## config.mk

```make
export PLATFORM = sky130hd
export DESIGN_NAME = phase_current_reconstruct_clarke_top
export DESIGN_NICKNAME = d
export VERILOG_FILES = /design/src/hdl/pcrc_pkg.sv /design/src/hdl/pcrc_mid_queue.sv /design/src/hdl/pcrc_front.sv /design/src/hdl/pcrc_back.sv /design/src/hdl/phase_current_reconstruct_clarke_top.sv
export SDC_FILE = /design/constraint.sdc
export NUM_CORES = 2
export LEC_CHECK = 0
export BUFFER_PORTS_ARGS = -buffer_cell sky130_fd_sc_hd__buf_2
export CAP_MARGIN = 10
export CORE_ASPECT_RATIO = 1.75
export CORE_MARGIN = 1
export CORE_UTILIZATION = 55
export CTS_CLUSTER_DIAMETER = 40
export DETAILED_ROUTE_END_ITERATION = 10
export PLACE_DENSITY = 0.75
export SKIP_CTS_REPAIR_TIMING = 1
export SLEW_MARGIN = 20
export SYNTH_ARGS = -nofsm -noshare
export SYNTH_HDL_FRONTEND = slang
export SYNTH_SLANG_ARGS = --single-unit
```

## constraint.sdc

```tcl
create_clock -name clock -period 9.6 [get_ports clock]
set_clock_uncertainty 0.1 [all_clocks]
set_input_delay 0.48 -clock clock [delete_from_list [all_inputs] [get_ports clock]]
set_output_delay 0.48 -clock clock [all_outputs]
set_load 0.1 [all_outputs]
```

## src/hdl/pcrc_pkg.sv

```systemverilog
`timescale 1ns / 1ps

package pcrc_pkg;

   localparam int QueueDepth = 4;
   localparam int PtrBits    = $clog2(QueueDepth);
   localparam int CountBits  = PtrBits + 1;

   // Clarke gains, Q14
   localparam logic signed [15:0] CLARKE_K1 = 16'sd9459;
   localparam logic signed [15:0] CLARKE_K2 = 16'sd18919;

   // register indexes
   localparam logic [2:0] CSR_SHUNT_COUNT = 3'd0;
   localparam logic [2:0] CSR_U_OFFSET    = 3'd1;
   localparam logic [2:0] CSR_V_OFFSET    = 3'd2;
   localparam logic [2:0] CSR_W_OFFSET    = 3'd3;
   localparam logic [2:0] CSR_BUS_OFFSET  = 3'd4;
   localparam logic [2:0] CSR_BUS_TRIM    = 3'd5;
   localparam logic [2:0] CSR_FIRST_TRIM  = 3'd6;
   localparam logic [2:0] CSR_STEP_LIMIT  = 3'd7;

   // shunt modes
   localparam logic [1:0] SHUNT_NONE   = 2'd0;
   localparam logic [1:0] SHUNT_SINGLE = 2'd1;
   localparam logic [1:0] SHUNT_TWO    = 2'd2;
   localparam logic [1:0] SHUNT_THREE  = 2'd3;

   // PWM sectors
   localparam logic [2:0] SECTOR_1 = 3'd1;
   localparam logic [2:0] SECTOR_2 = 3'd2;
   localparam logic [2:0] SECTOR_3 = 3'd3;
   localparam logic [2:0] SECTOR_4 = 3'd4;
   localparam logic [2:0] SECTOR_5 = 3'd5;
   localparam logic [2:0] SECTOR_6 = 3'd6;

   // work handed from the front to the back
   typedef struct packed {
      logic               sampling_on;
      logic signed [15:0] i_u;
      logic signed [15:0] i_v;
      logic signed [15:0] i_w;
      logic signed [15:0] d_current;
      logic signed [15:0] q_current;
      logic signed [15:0] sine;
      logic signed [15:0] cosine;
   } mid_type;

   typedef struct packed {
      logic signed [15:0] i_alpha;
      logic signed [15:0] i_beta;
      logic signed [15:0] i_u;
      logic signed [15:0] i_v;
      logic signed [15:0] i_w;
   } rsp_type;

   // step towards target, at most lim either way (16-bit wrap)
   function automatic logic [15:0] slew(input logic [15:0] target,
                                        input logic [15:0] old,
                                        input logic [14:0] lim);
      logic        [15:0] diff;
      logic signed [16:0] diff_s;
      logic signed [16:0] lim_s;
      logic        [15:0] result;
      diff   = target - old;
      diff_s = {diff[15], diff};
      lim_s  = {2'b00, lim};
      if (diff_s > lim_s) begin
         result = old + {1'b0, lim};
      end else if (diff_s < -lim_s) begin
         result = old - {1'b0, lim};
      end else begin
         result = target;
      end
      return result;
   endfunction

endpackage

```

## src/hdl/pcrc_mid_queue.sv

```systemverilog
`timescale 1ns / 1ps

module pcrc_mid_queue (
   input  logic             clock,
   input  logic             reset,
   input  logic             push,
   input  pcrc_pkg::mid_type push_data,
   output logic             full,
   input  logic             pop,
   output pcrc_pkg::mid_type pop_data,
   output logic             empty
);
   import pcrc_pkg::*;

   mid_type               mem_ff [QueueDepth];
   logic [PtrBits-1:0]    wr_ptr_ff, wr_ptr_in;
   logic [PtrBits-1:0]    rd_ptr_ff, rd_ptr_in;
   logic [CountBits-1:0]  count_ff, count_in;
   logic                  do_push, do_pop;

   assign full     = (count_ff == CountBits'(QueueDepth));
   assign empty    = (count_ff == '0);
   assign do_push  = push && !full;
   assign do_pop   = pop && !empty;
   assign pop_data = mem_ff[rd_ptr_ff];

   always_comb begin
      wr_ptr_in = do_push ? wr_ptr_ff + 1'b1 : wr_ptr_ff;
      rd_ptr_in = do_pop ? rd_ptr_ff + 1'b1 : rd_ptr_ff;
      count_in  = count_ff + CountBits'(do_push) - CountBits'(do_pop);
   end

   always_ff @(posedge clock) begin
      if (reset) begin
         wr_ptr_ff <= '0;
         rd_ptr_ff <= '0;
         count_ff  <= '0;
      end else begin
         wr_ptr_ff <= wr_ptr_in;
         rd_ptr_ff <= rd_ptr_in;
         count_ff  <= count_in;
      end
   end

   always_ff @(posedge clock) begin
      if (do_push) begin
         mem_ff[wr_ptr_ff] <= push_data;
      end
   end

endmodule

```

## src/hdl/pcrc_front.sv

```systemverilog
`timescale 1ns / 1ps

module pcrc_front (
   input  logic               clock,
   input  logic               reset,
   input  logic               csr_valid,
   output logic               csr_ready,
   input  logic [2:0]         csr_index,
   input  logic [15:0]        csr_data,
   input  logic               accept,
   input  logic               req_sampling_on,
   input  logic [11:0]        req_adc_u,
   input  logic [11:0]        req_adc_v,
   input  logic [11:0]        req_adc_w,
   input  logic [11:0]        req_adc_bus_first,
   input  logic [11:0]        req_adc_bus_second,
   input  logic [2:0]         req_sector,
   input  logic signed [15:0] req_d_current,
   input  logic signed [15:0] req_q_current,
   input  logic signed [15:0] req_sine,
   input  logic signed [15:0] req_cosine,
   output pcrc_pkg::mid_type  mid_data
);
   import pcrc_pkg::*;

   logic [1:0]  shunt_count_ff;
   logic [15:0] u_offset_ff, v_offset_ff, w_offset_ff, bus_offset_ff;
   logic [15:0] bus_trim_ff, first_trim_ff;
   logic [14:0] step_limit_ff;

   logic [15:0] phase_u_ff, phase_u_in;
   logic [15:0] phase_v_ff, phase_v_in;
   logic [15:0] phase_w_ff, phase_w_in;
   logic [2:0]  delayed_sector_ff, delayed_sector_in;

   logic [15:0] iu, iv, iw;
   logic [15:0] t0, t1, a, b, c;
   logic [15:0] nu, nv, nw;

   assign csr_ready = 1'b1;

   always_ff @(posedge clock) begin
      if (reset) begin
         shunt_count_ff <= SHUNT_THREE;
         u_offset_ff    <= '0;
         v_offset_ff    <= '0;
         w_offset_ff    <= '0;
         bus_offset_ff  <= '0;
         bus_trim_ff    <= 16'd300;
         first_trim_ff  <= 16'hff9c;
         step_limit_ff  <= 15'd512;
      end else if (csr_valid) begin
         case (csr_index)
            CSR_SHUNT_COUNT: shunt_count_ff <= csr_data[1:0];
            CSR_U_OFFSET:    u_offset_ff    <= csr_data;
            CSR_V_OFFSET:    v_offset_ff    <= csr_data;
            CSR_W_OFFSET:    w_offset_ff    <= csr_data;
            CSR_BUS_OFFSET:  bus_offset_ff  <= csr_data;
            CSR_BUS_TRIM:    bus_trim_ff    <= csr_data;
            CSR_FIRST_TRIM:  first_trim_ff  <= csr_data;
            CSR_STEP_LIMIT:  step_limit_ff  <= csr_data[14:0];
            default: ;
         endcase
      end
   end

   always_comb begin
      // phase shunts: offset minus sample, samples scaled by sixteen
      iu = u_offset_ff - {req_adc_u, 4'b0000};
      iv = v_offset_ff - {req_adc_v, 4'b0000};
      iw = w_offset_ff - {req_adc_w, 4'b0000};

      // bus shunt
      t0 = {req_adc_bus_first, 4'b0000} - bus_offset_ff - bus_trim_ff;
      t1 = {req_adc_bus_second, 4'b0000} - bus_offset_ff - bus_trim_ff;
      a  = t0 - first_trim_ff;
      b  = 16'd0 - t1;
      c  = t1 - t0;
      nu = '0;
      nv = '0;
      nw = '0;
      case (delayed_sector_ff)
         SECTOR_1: begin nv = a; nw = b; nu = c; end
         SECTOR_2: begin nu = a; nv = b; nw = c; end
         SECTOR_3: begin nu = a; nw = b; nv = c; end
         SECTOR_4: begin nw = a; nu = b; nv = c; end
         SECTOR_5: begin nv = a; nu = b; nw = c; end
         SECTOR_6: begin nw = a; nv = b; nu = c; end
         default: ;
      endcase

      phase_u_in        = phase_u_ff;
      phase_v_in        = phase_v_ff;
      phase_w_in        = phase_w_ff;
      delayed_sector_in = delayed_sector_ff;
      if (req_sampling_on) begin
         case (shunt_count_ff)
            SHUNT_SINGLE: begin
               phase_u_in        = slew(nu, phase_u_ff, step_limit_ff);
               phase_v_in        = slew(nv, phase_v_ff, step_limit_ff);
               phase_w_in        = slew(nw, phase_w_ff, step_limit_ff);
               delayed_sector_in = req_sector;
            end
            SHUNT_TWO: begin
               phase_u_in = iu;
               phase_v_in = iv;
               phase_w_in = 16'd0 - iu - iv;
            end
            SHUNT_THREE: begin
               // sectors 2 and 3 rebuild phase u, sectors 1 and 5 phase v, from the other two
               phase_u_in = iu;
               phase_v_in = iv;
               phase_w_in = iw;
               if (req_sector == SECTOR_2 || req_sector == SECTOR_3) begin
                  phase_u_in = 16'd0 - iv - iw;
               end
               if (req_sector == SECTOR_1 || req_sector == SECTOR_5) begin
                  phase_v_in = 16'd0 - iu - iw;
               end
            end
            default: ;
         endcase
      end
   end

   always_ff @(posedge clock) begin
      if (reset) begin
         phase_u_ff        <= '0;
         phase_v_ff        <= '0;
         phase_w_ff        <= '0;
         delayed_sector_ff <= '0;
      end else if (accept) begin
         phase_u_ff        <= phase_u_in;
         phase_v_ff        <= phase_v_in;
         phase_w_ff        <= phase_w_in;
         delayed_sector_ff <= delayed_sector_in;
      end
   end

   always_comb begin
      mid_data.sampling_on = req_sampling_on;
      mid_data.i_u         = phase_u_in;
      mid_data.i_v         = phase_v_in;
      mid_data.i_w         = phase_w_in;
      mid_data.d_current   = req_d_current;
      mid_data.q_current   = req_q_current;
      mid_data.sine        = req_sine;
      mid_data.cosine      = req_cosine;
   end

endmodule

```

## src/hdl/pcrc_back.sv

```systemverilog
`timescale 1ns / 1ps

module pcrc_back (
   input  logic               clock,
   input  logic               reset,
   input  logic               mid_empty,
   input  pcrc_pkg::mid_type  mid_data,
   output logic               mid_pop,
   input  logic               rsp_pop,
   output logic               rsp_empty,
   output logic signed [15:0] rsp_i_alpha,
   output logic signed [15:0] rsp_i_beta,
   output logic signed [15:0] rsp_i_u,
   output logic signed [15:0] rsp_i_v,
   output logic signed [15:0] rsp_i_w
);
   import pcrc_pkg::*;

   // multiply stage
   logic               s1_valid_ff;
   logic               s1_on_ff;
   logic signed [15:0] s1_u_ff, s1_v_ff, s1_w_ff;
   logic signed [31:0] m0_ff, m1_ff, m2_ff, m3_ff;
   logic signed [15:0] op_a0, op_b0, op_a1, op_b1;

   // sum and shift
   logic signed [32:0] sum_01, diff_01, sum_23;
   logic signed [32:0] beta_wide;
   rsp_type            rsp_in;

   // result queue
   rsp_type               mem_ff [QueueDepth];
   logic [PtrBits-1:0]    wr_ptr_ff, rd_ptr_ff;
   logic [CountBits-1:0]  count_ff, count_in;
   logic [CountBits-1:0]  committed;
   logic                  do_pop;

   // room for everything already in the multiply stage
   assign committed = count_ff + CountBits'(s1_valid_ff);
   assign mid_pop   = !mid_empty && (committed < CountBits'(QueueDepth));

   always_comb begin
      op_a0 = mid_data.sampling_on ? mid_data.i_u : mid_data.d_current;
      op_b0 = mid_data.sampling_on ? CLARKE_K1    : mid_data.cosine;
      op_a1 = mid_data.sampling_on ? mid_data.i_v : mid_data.q_current;
      op_b1 = mid_data.sampling_on ? CLARKE_K2    : mid_data.sine;
   end

   always_ff @(posedge clock) begin
      if (reset) begin
         s1_valid_ff <= 1'b0;
      end else begin
         s1_valid_ff <= mid_pop;
      end
   end

   always_ff @(posedge clock) begin
      if (mid_pop) begin
         s1_on_ff <= mid_data.sampling_on;
         s1_u_ff  <= mid_data.i_u;
         s1_v_ff  <= mid_data.i_v;
         s1_w_ff  <= mid_data.i_w;
         m0_ff    <= op_a0 * op_b0;
         m1_ff    <= op_a1 * op_b1;
         m2_ff    <= mid_data.d_current * mid_data.sine;
         m3_ff    <= mid_data.q_current * mid_data.cosine;
      end
   end

   always_comb begin
      sum_01  = 33'(m0_ff) + 33'(m1_ff);
      diff_01 = 33'(m0_ff) - 33'(m1_ff);
      sum_23  = 33'(m2_ff) + 33'(m3_ff);
      // arithmetic shift gives the floor
      beta_wide = s1_on_ff ? (sum_01 >>> 14) : (sum_23 >>> 15);
      rsp_in.i_alpha = s1_on_ff ? s1_u_ff : 16'(diff_01 >>> 15);
      rsp_in.i_beta  = beta_wide[15:0];
      rsp_in.i_u     = s1_u_ff;
      rsp_in.i_v     = s1_v_ff;
      rsp_in.i_w     = s1_w_ff;
   end

   assign rsp_empty = (count_ff == '0);
   assign do_pop    = rsp_pop && !rsp_empty;
   assign count_in  = count_ff + CountBits'(s1_valid_ff) - CountBits'(do_pop);

   always_ff @(posedge clock) begin
      if (reset) begin
         wr_ptr_ff <= '0;
         rd_ptr_ff <= '0;
         count_ff  <= '0;
      end else begin
         if (s1_valid_ff) begin
            wr_ptr_ff <= wr_ptr_ff + 1'b1;
         end
         if (do_pop) begin
            rd_ptr_ff <= rd_ptr_ff + 1'b1;
         end
         count_ff <= count_in;
      end
   end

   always_ff @(posedge clock) begin
      if (s1_valid_ff) begin
         mem_ff[wr_ptr_ff] <= rsp_in;
      end
   end

   always_comb begin
      rsp_i_alpha = mem_ff[rd_ptr_ff].i_alpha;
      rsp_i_beta  = mem_ff[rd_ptr_ff].i_beta;
      rsp_i_u     = mem_ff[rd_ptr_ff].i_u;
      rsp_i_v     = mem_ff[rd_ptr_ff].i_v;
      rsp_i_w     = mem_ff[rd_ptr_ff].i_w;
   end

endmodule

```

## src/hdl/phase_current_reconstruct_clarke_top.sv

```systemverilog
`timescale 1ns / 1ps
// Path: mid queue, multiply stage, result queue. Throughput: one transaction per cycle
// while full is low; the phase state updates in the accepting cycle
// and the two-multiplier-pair Clarke / inverse Park stage is fully pipelined.
// Reset (synchronous, active high) empties both queues, clears the phase currents and
// delayed sector and loads the register defaults; no clearing pass is needed.
module phase_current_reconstruct_clarke_top (
   input  logic               clock,
   input  logic               reset,
   input  logic               csr_valid,
   output logic               csr_ready,
   input  logic [2:0]         csr_index,
   input  logic [15:0]        csr_data,
   input  logic               push,
   output logic               full,
   input  logic               req_sampling_on,
   input  logic [11:0]        req_adc_u,
   input  logic [11:0]        req_adc_v,
   input  logic [11:0]        req_adc_w,
   input  logic [11:0]        req_adc_bus_first,
   input  logic [11:0]        req_adc_bus_second,
   input  logic [2:0]         req_sector,
   input  logic signed [15:0] req_d_current,
   input  logic signed [15:0] req_q_current,
   input  logic signed [15:0] req_sine,
   input  logic signed [15:0] req_cosine,
   output logic               empty,
   input  logic               pop,
   output logic signed [15:0] rsp_i_alpha,
   output logic signed [15:0] rsp_i_beta,
   output logic signed [15:0] rsp_i_u,
   output logic signed [15:0] rsp_i_v,
   output logic signed [15:0] rsp_i_w
);
   import pcrc_pkg::*;

   mid_type mid_push_data, mid_pop_data;
   logic    mid_full, mid_empty, mid_pop;
   logic    accept;

   assign full   = mid_full;
   assign accept = push && !mid_full;

   pcrc_front u_front (
      .clock              (clock),
      .reset              (reset),
      .csr_valid          (csr_valid),
      .csr_ready          (csr_ready),
      .csr_index          (csr_index),
      .csr_data           (csr_data),
      .accept             (accept),
      .req_sampling_on    (req_sampling_on),
      .req_adc_u          (req_adc_u),
      .req_adc_v          (req_adc_v),
      .req_adc_w          (req_adc_w),
      .req_adc_bus_first  (req_adc_bus_first),
      .req_adc_bus_second (req_adc_bus_second),
      .req_sector         (req_sector),
      .req_d_current      (req_d_current),
      .req_q_current      (req_q_current),
      .req_sine           (req_sine),
      .req_cosine         (req_cosine),
      .mid_data           (mid_push_data)
   );

   pcrc_mid_queue u_mid_queue (
      .clock     (clock),
      .reset     (reset),
      .push      (accept),
      .push_data (mid_push_data),
      .full      (mid_full),
      .pop       (mid_pop),
      .pop_data  (mid_pop_data),
      .empty     (mid_empty)
   );

   pcrc_back u_back (
      .clock       (clock),
      .reset       (reset),
      .mid_empty   (mid_empty),
      .mid_data    (mid_pop_data),
      .mid_pop     (mid_pop),
      .rsp_pop     (pop),
      .rsp_empty   (empty),
      .rsp_i_alpha (rsp_i_alpha),
      .rsp_i_beta  (rsp_i_beta),
      .rsp_i_u     (rsp_i_u),
      .rsp_i_v     (rsp_i_v),
      .rsp_i_w     (rsp_i_w)
   );

endmodule

```

# After elaboration in Yosys (flattened, before gate mapping)
# Memory sizes are Yosys's and may differ from the RTL's. A register that Yosys moved wholly into a read port is not among the register bits.
# Index checks and enable logic that the tools add are counted.
[totals] mem_count=2 out_inout_bits=83 elab_cells=159 romBits=0 reg_bits=352 inputBits=152 ram_bits=772 latchBits=0
[op_classes] shift=0 eq_ne=21 n_bitwise=0 mux=31 mul=4 order_cmp=7 div=0 n_reduce_logical=31 addsub=36
[memory_table] memory="u_mid_queue.mem_ff" words=4 width=113 read_ports=1 rd_clocked_by_memory_dff=1 write_ports=1 line_no="pcrc_mid_queue.sv:15" rtl="mid_type mem_ff [QueueDepth];"
[memory_table] memory="u_back.mem_ff" words=4 width=80 read_ports=1 rd_clocked_by_memory_dff=1 write_ports=1 line_no="pcrc_back.sv:32" rtl="rsp_type mem_ff [QueueDepth];"
[ops] cell="$pmux 16 s3" n=6
[ops] cell="$mux 16" n=17
[ops] cell="$sub 16x16->16" n=15
[ops] cell="$mul 16x16->31" n=4
[ops] cell="$lt 16x17->1" n=3
[ops] cell="$add 16x15->16" n=3
[ops] cell="$gt 16x16->1" n=3
[ops] cell="$sub 1x16->16 const A" n=3
[ops] cell="$sub 16x15->16" n=3
[ops] cell="$add 31x31->31" n=1
[ops] cell="$sub 31x31->31" n=1
[ops] cell="$add 30x30->30" n=1
[ops] cell="$eq 3x3->1 const B" n=9
[ops] cell="$eq 3x2->1 const B" n=6
[ops] cell="$reduce_or 2->1" n=9
[ops] cell="$neg 15->17" n=1
[ops] cell="$reduce_and 2->1" n=8
[ops] cell="$eq 3x1->1 const B" n=3
[ops] cell="$logic_not 3->1" n=3
[ops] cell="$add 2x1->2 const B" n=4
[ops] cell="$mux 2" n=4
[ops] cell="$add 3x1->3" n=2
[ops] cell="$sub 3x1->3" n=2
[ops] cell="$logic_and 1x1->1" n=5
[ops] cell="other kinds (7)" n=14

# Depth between registers and ports, before layout
[logic_depth] ltp_word=10 depth_mapped=40 mapped_depth_nobuf=39

# Modules after synthesis
# Synthesis repeated with hierarchy kept, for this count alone.
[hier_totals] cells_unflattened=9665 area_unflattened_um2=101544.9
[modules_own_cells] module="pcrc_back" n_inst=1 area_per_inst_um2=59346.9 seq_area_each_um2=15004.4 cells_per_inst=5556
[modules_own_cells] module="pcrc_front" n_inst=1 area_per_inst_um2=25393.1 seq_area_each_um2=3283.1 cells_per_inst=3466
[modules_own_cells] module="pcrc_mid_queue" n_inst=1 area_per_inst_um2=16791.1 seq_area_each_um2=13753.2 cells_per_inst=642
[modules_own_cells] module="phase_current_reconstruct_clarke_top" n_inst=1 area_per_inst_um2=13.8 seq_area_each_um2=0.0 cells_per_inst=1

# Worst setup path before layout
# OpenSTA, ideal clock, no wires.
[synth_path] path_kind="register to register" startpoint="register u_back.s1_valid_ff" endpoint="register u_mid_queue.count_ff[2]" setup_time_ps=128 synth_period_minus_slack_ps=10501 n_path_buf=0 slack_ps=-901 required_time_ps=9372 arrival_time_ps=10273 stages_incl_launch_ff=13 path_cell_list="dfxtp_1 ha_1 ha_1 xor2_1 nor2_1 ha_1 inv_1 ha_1 inv_1 fa_1 xor2_1 xnor2_1 nor2_1"
[synth_between] elab_chain_len=5
[synth_lines] item="start: declaration" line_no="pcrc_back.sv:20" rtl="logic s1_valid_ff;"
[synth_lines] item="start signal: assignment" line_no="pcrc_back.sv:53" rtl="s1_valid_ff <= mid_pop;"
[synth_lines] item="$add 3x1->3" line_no="pcrc_back.sv:39" rtl="assign committed = count_ff + CountBits'(s1_valid_ff);"
[synth_lines] item="$lt 3x3->1" line_no="pcrc_back.sv:40" rtl="assign mid_pop = !mid_empty && (committed < CountBits'(QueueDepth));"
[synth_lines] item="$logic_and 1x1->1" line_no="pcrc_back.sv:40"
[synth_lines] item="via mid_pop" line_no="phase_current_reconstruct_clarke_top.sv:38" rtl="logic mid_full, mid_empty, mid_pop;"
[synth_lines] item="$logic_and 1x1->1" line_no="pcrc_mid_queue.sv:24" rtl="assign do_pop = pop && !empty;"
[synth_lines] item="$sub 3x1->3" line_no="pcrc_mid_queue.sv:30" rtl="count_in = count_ff + CountBits'(do_push) - CountBits'(do_pop);"
[synth_lines] item="end signal: assignment" line_no="pcrc_mid_queue.sv:41" rtl="count_ff <= count_in;"
[synth_lines] item="end: declaration" line_no="pcrc_mid_queue.sv:18" rtl="logic [CountBits-1:0] count_ff, count_in;"
# The timed path passes the listed nets, and every way through them passes these cells.
# A chain may end at the register's enable or synchronous reset.

==> impl_metrics.ini <==
[grt]
grt_pass1_vias = 80700
grt_overflow = 0
grt_first_pass_wirelength_mm = 556
antenna_found_initial = 64
grt_max_degree = 121
grt_usage = 0.441

[logic_synthesis]
syn_avg_cell_area_um2 = 10.5
syn-num-nets = 11400
synth_edf_count = 945
synth_top_area_cell = edfxtp_1
ys.flop_type = edfxtp_1
synth_cells = 9378
yosys_warnings = 0
synth_top_area_frac = 0.288
synth.distinct_cells = 110
yosysMostFrequentCell = inv_1
yosys-top-cells-count = inv_1, nand2_1, fa_1, edfxtp_1, ha_1
ys_ff_latch = 1128
seq_area_frac_synth = 0.325
syn_area_um2 = 98600
async_flop_share = 0
synthTopCellsByArea = edfxtp_1, fa_1, ha_1

[final_layout]
regArea_um2 = 32100
nets = 12000
multi_input_area_um2 = 60200
drive_gt1_frac = 0.127
area_delta_synth_final_pct = 12.8
fill_cells = 14300

[critical_path]
required_ps = 10050
cp-end-kind = flip-flop
critPathLaunchType = flip-flop
critPathSlowestCell = a221o_1
cpMostUsedCell = buf_4
crit_buf_inv = 6
arrival_ps = 9680
cp_top_family = compound AO/OA/AOI/OAI gates
worstSetupPathType = flip-flop to flip-flop
critPathMaxFanout = 12
slowest_delay_ps = 920

[floorplanning]
die_h_um = 562
rows = 205
die_area_um2 = 181000
start_util = 0.553
die_x_um = 322
io_pins = 235
coreArea_um2 = 178000

[drt]
drt_iter0_drc = 6731
wl_per_cell_um = 31.4
firstDrtPassIters = 8
drcViolationCount = 0
antenna_left = 0
wl_mm = 393
vias = 76500
viasPerCell = 6.10

[clock_network]
cts-root-buf = clkbuf_16
cts_buffers = 139
clkTransAtPathRegs_ps = 70
cts_max_level = 4
tritoncts = built
insertion_delay_ps = 850
cts.sinks = 1128
clk_path_buf_depth = 4

[job]
cap_violations = 0

[worst_hold_path]
hp-class = primary input to flip-flop

[place]
io_buffers = 233
dp_hpwl_mm = 313
place_congestion = 1.12

[timing]
min_period_ps = 9230
hold_viol_final = 0
finalSetupViolCount = 0
fin_tns_setup_ps = 0
fmax_mhz = 108
finalCritPeriodShare = 0.962
rsz0062_at_grt = false
drv_slew = 0
max_slew_margin = 0.0865
tightest_slew_ps = 1360

[outcome]
status = complete, no violations
per-stage QoR:
stage | area (µm²) | std cells | hold slack (ps) | util | worst slack, ps
after floorplan | 98600 | 9378 | 336 | - | 57.7
after global placement | 106000 | 12200 | 345 | 0.592 | 223
after global routing | 111000 | 12500 | 7.76 | 0.624 | 0.471
after CTS | 110000 | 12400 | -294 | 0.618 | 257
final | 111000 | 12500 | 19.1 | 0.624 | 366
after detailed placement | 106000 | 12200 | 346 | 0.592 | 290
layout by cell type, fill, tap and decap left out, types with 20 or more instances in the layout:
cell	instances
inv_1	1410
nand2_1	1157
fa_1	1064
edfxtp_1	945
ha_1	800
nor2_1	716
buf_4	473
a21oi_1	436
xnor2_1	314
o21ai_0	243
buf_2	232
dfxtp_1	179
mux4_2	146
clkbuf_16	141
o21a_1	126
xor2_1	108
nor3_1	98
a21o_1	96
nor2b_1	91
mux2i_1	85
dlygate4sd3_1	81
nand2b_1	77
o21ai_1	64
o21bai_1	61
and2_1	56
nand3_1	55
a211oi_1	52
mux2_2	52
diode_2	50
o211ai_1	40
or3_1	36
a31oi_1	36
o31ai_1	32
a21boi_0	32
and3_1	28
or2_2	28
a22oi_1	25
nand4_1	20
clkinv_2	20
layer usage:
layer | wire, µm | GRT usage | vias up
met1 | 110000 | 0.387 | 37900
li1 | - | - | 32700
met2 | 191000 | 0.741 | 3991
met5 | 245 | 0.00268 | -
met3 | 30200 | 0.111 | 1814
met4 | 61500 | 0.551 | 38
cells by family (layout without fill, tap and decap cells):
| kind of cell | count (synthesis) | count (layout) | synth area share |
|---|---|---|---|
| mux | 285 | 285 | 0.0481 |
| xor+xnor | 434 | 434 | 0.0391 |
| other cells | 1 | 51 | 0.0000380 |
| buf+inv | 1746 | 2468 | 0.0670 |
| flops | 1128 | 1128 | 0.325 |
| fa+ha+maj | 1865 | 1865 | 0.318 |
| compound gates | 1479 | 1479 | 0.0970 |
| simple gates | 2440 | 2440 | 0.106 |
sequential cells by signal, indices dropped and copies added, names as in the netlist, 31 cells and up, named ones only:
name and count:
u_back.m0_ff 31, u_back.m1_ff 31, u_back.m2_ff 31, u_back.m3_ff 31, u_back.mem_ff 320, u_mid_queue.mem_ff 452
worst paths after layout:
path / start / end / slack (ps) / cells past startpoint
worst max-delay path: u_front.bus_trim_ff[1] / u_mid_queue.mem_ff[1][101] / 370 / 29
worst min-delay path: csr_data[4] / u_front.u_offset_ff[4] / 20 / 3
worst min register to register: u_front.bus_offset_ff[14] / u_front.bus_offset_ff[14] / 360 / 2
worst max register to register: u_front.bus_trim_ff[1] / u_mid_queue.mem_ff[1][101] / 370 / 29
worst reg2reg max path, delay by kind of cell, from the launching register on:
kind                       cells  cell delay [ps]
buffers and inverters          6             1080
DFF                            1              330
and+or+nand+nor                4              520
xor gates and xnor gates       3             1430
AOI/OAI and AO/OA             11             3670
adders and majority gates      5             1820
layout make-up:
class,count,area share
antenna,50,0.00112
clock buffer,159,0.0326
multi-input combinational,6504,0.541
tap,2380,0.0268
sequential,1128,0.288
inverter,1416,0.0478
timing repair buffer,809,0.0535
clock inverter,84,0.00897
Power is left out: the tool's default activity adds up to more than one toggle a clock period on the data nets, which glitch-free logic cannot reach.
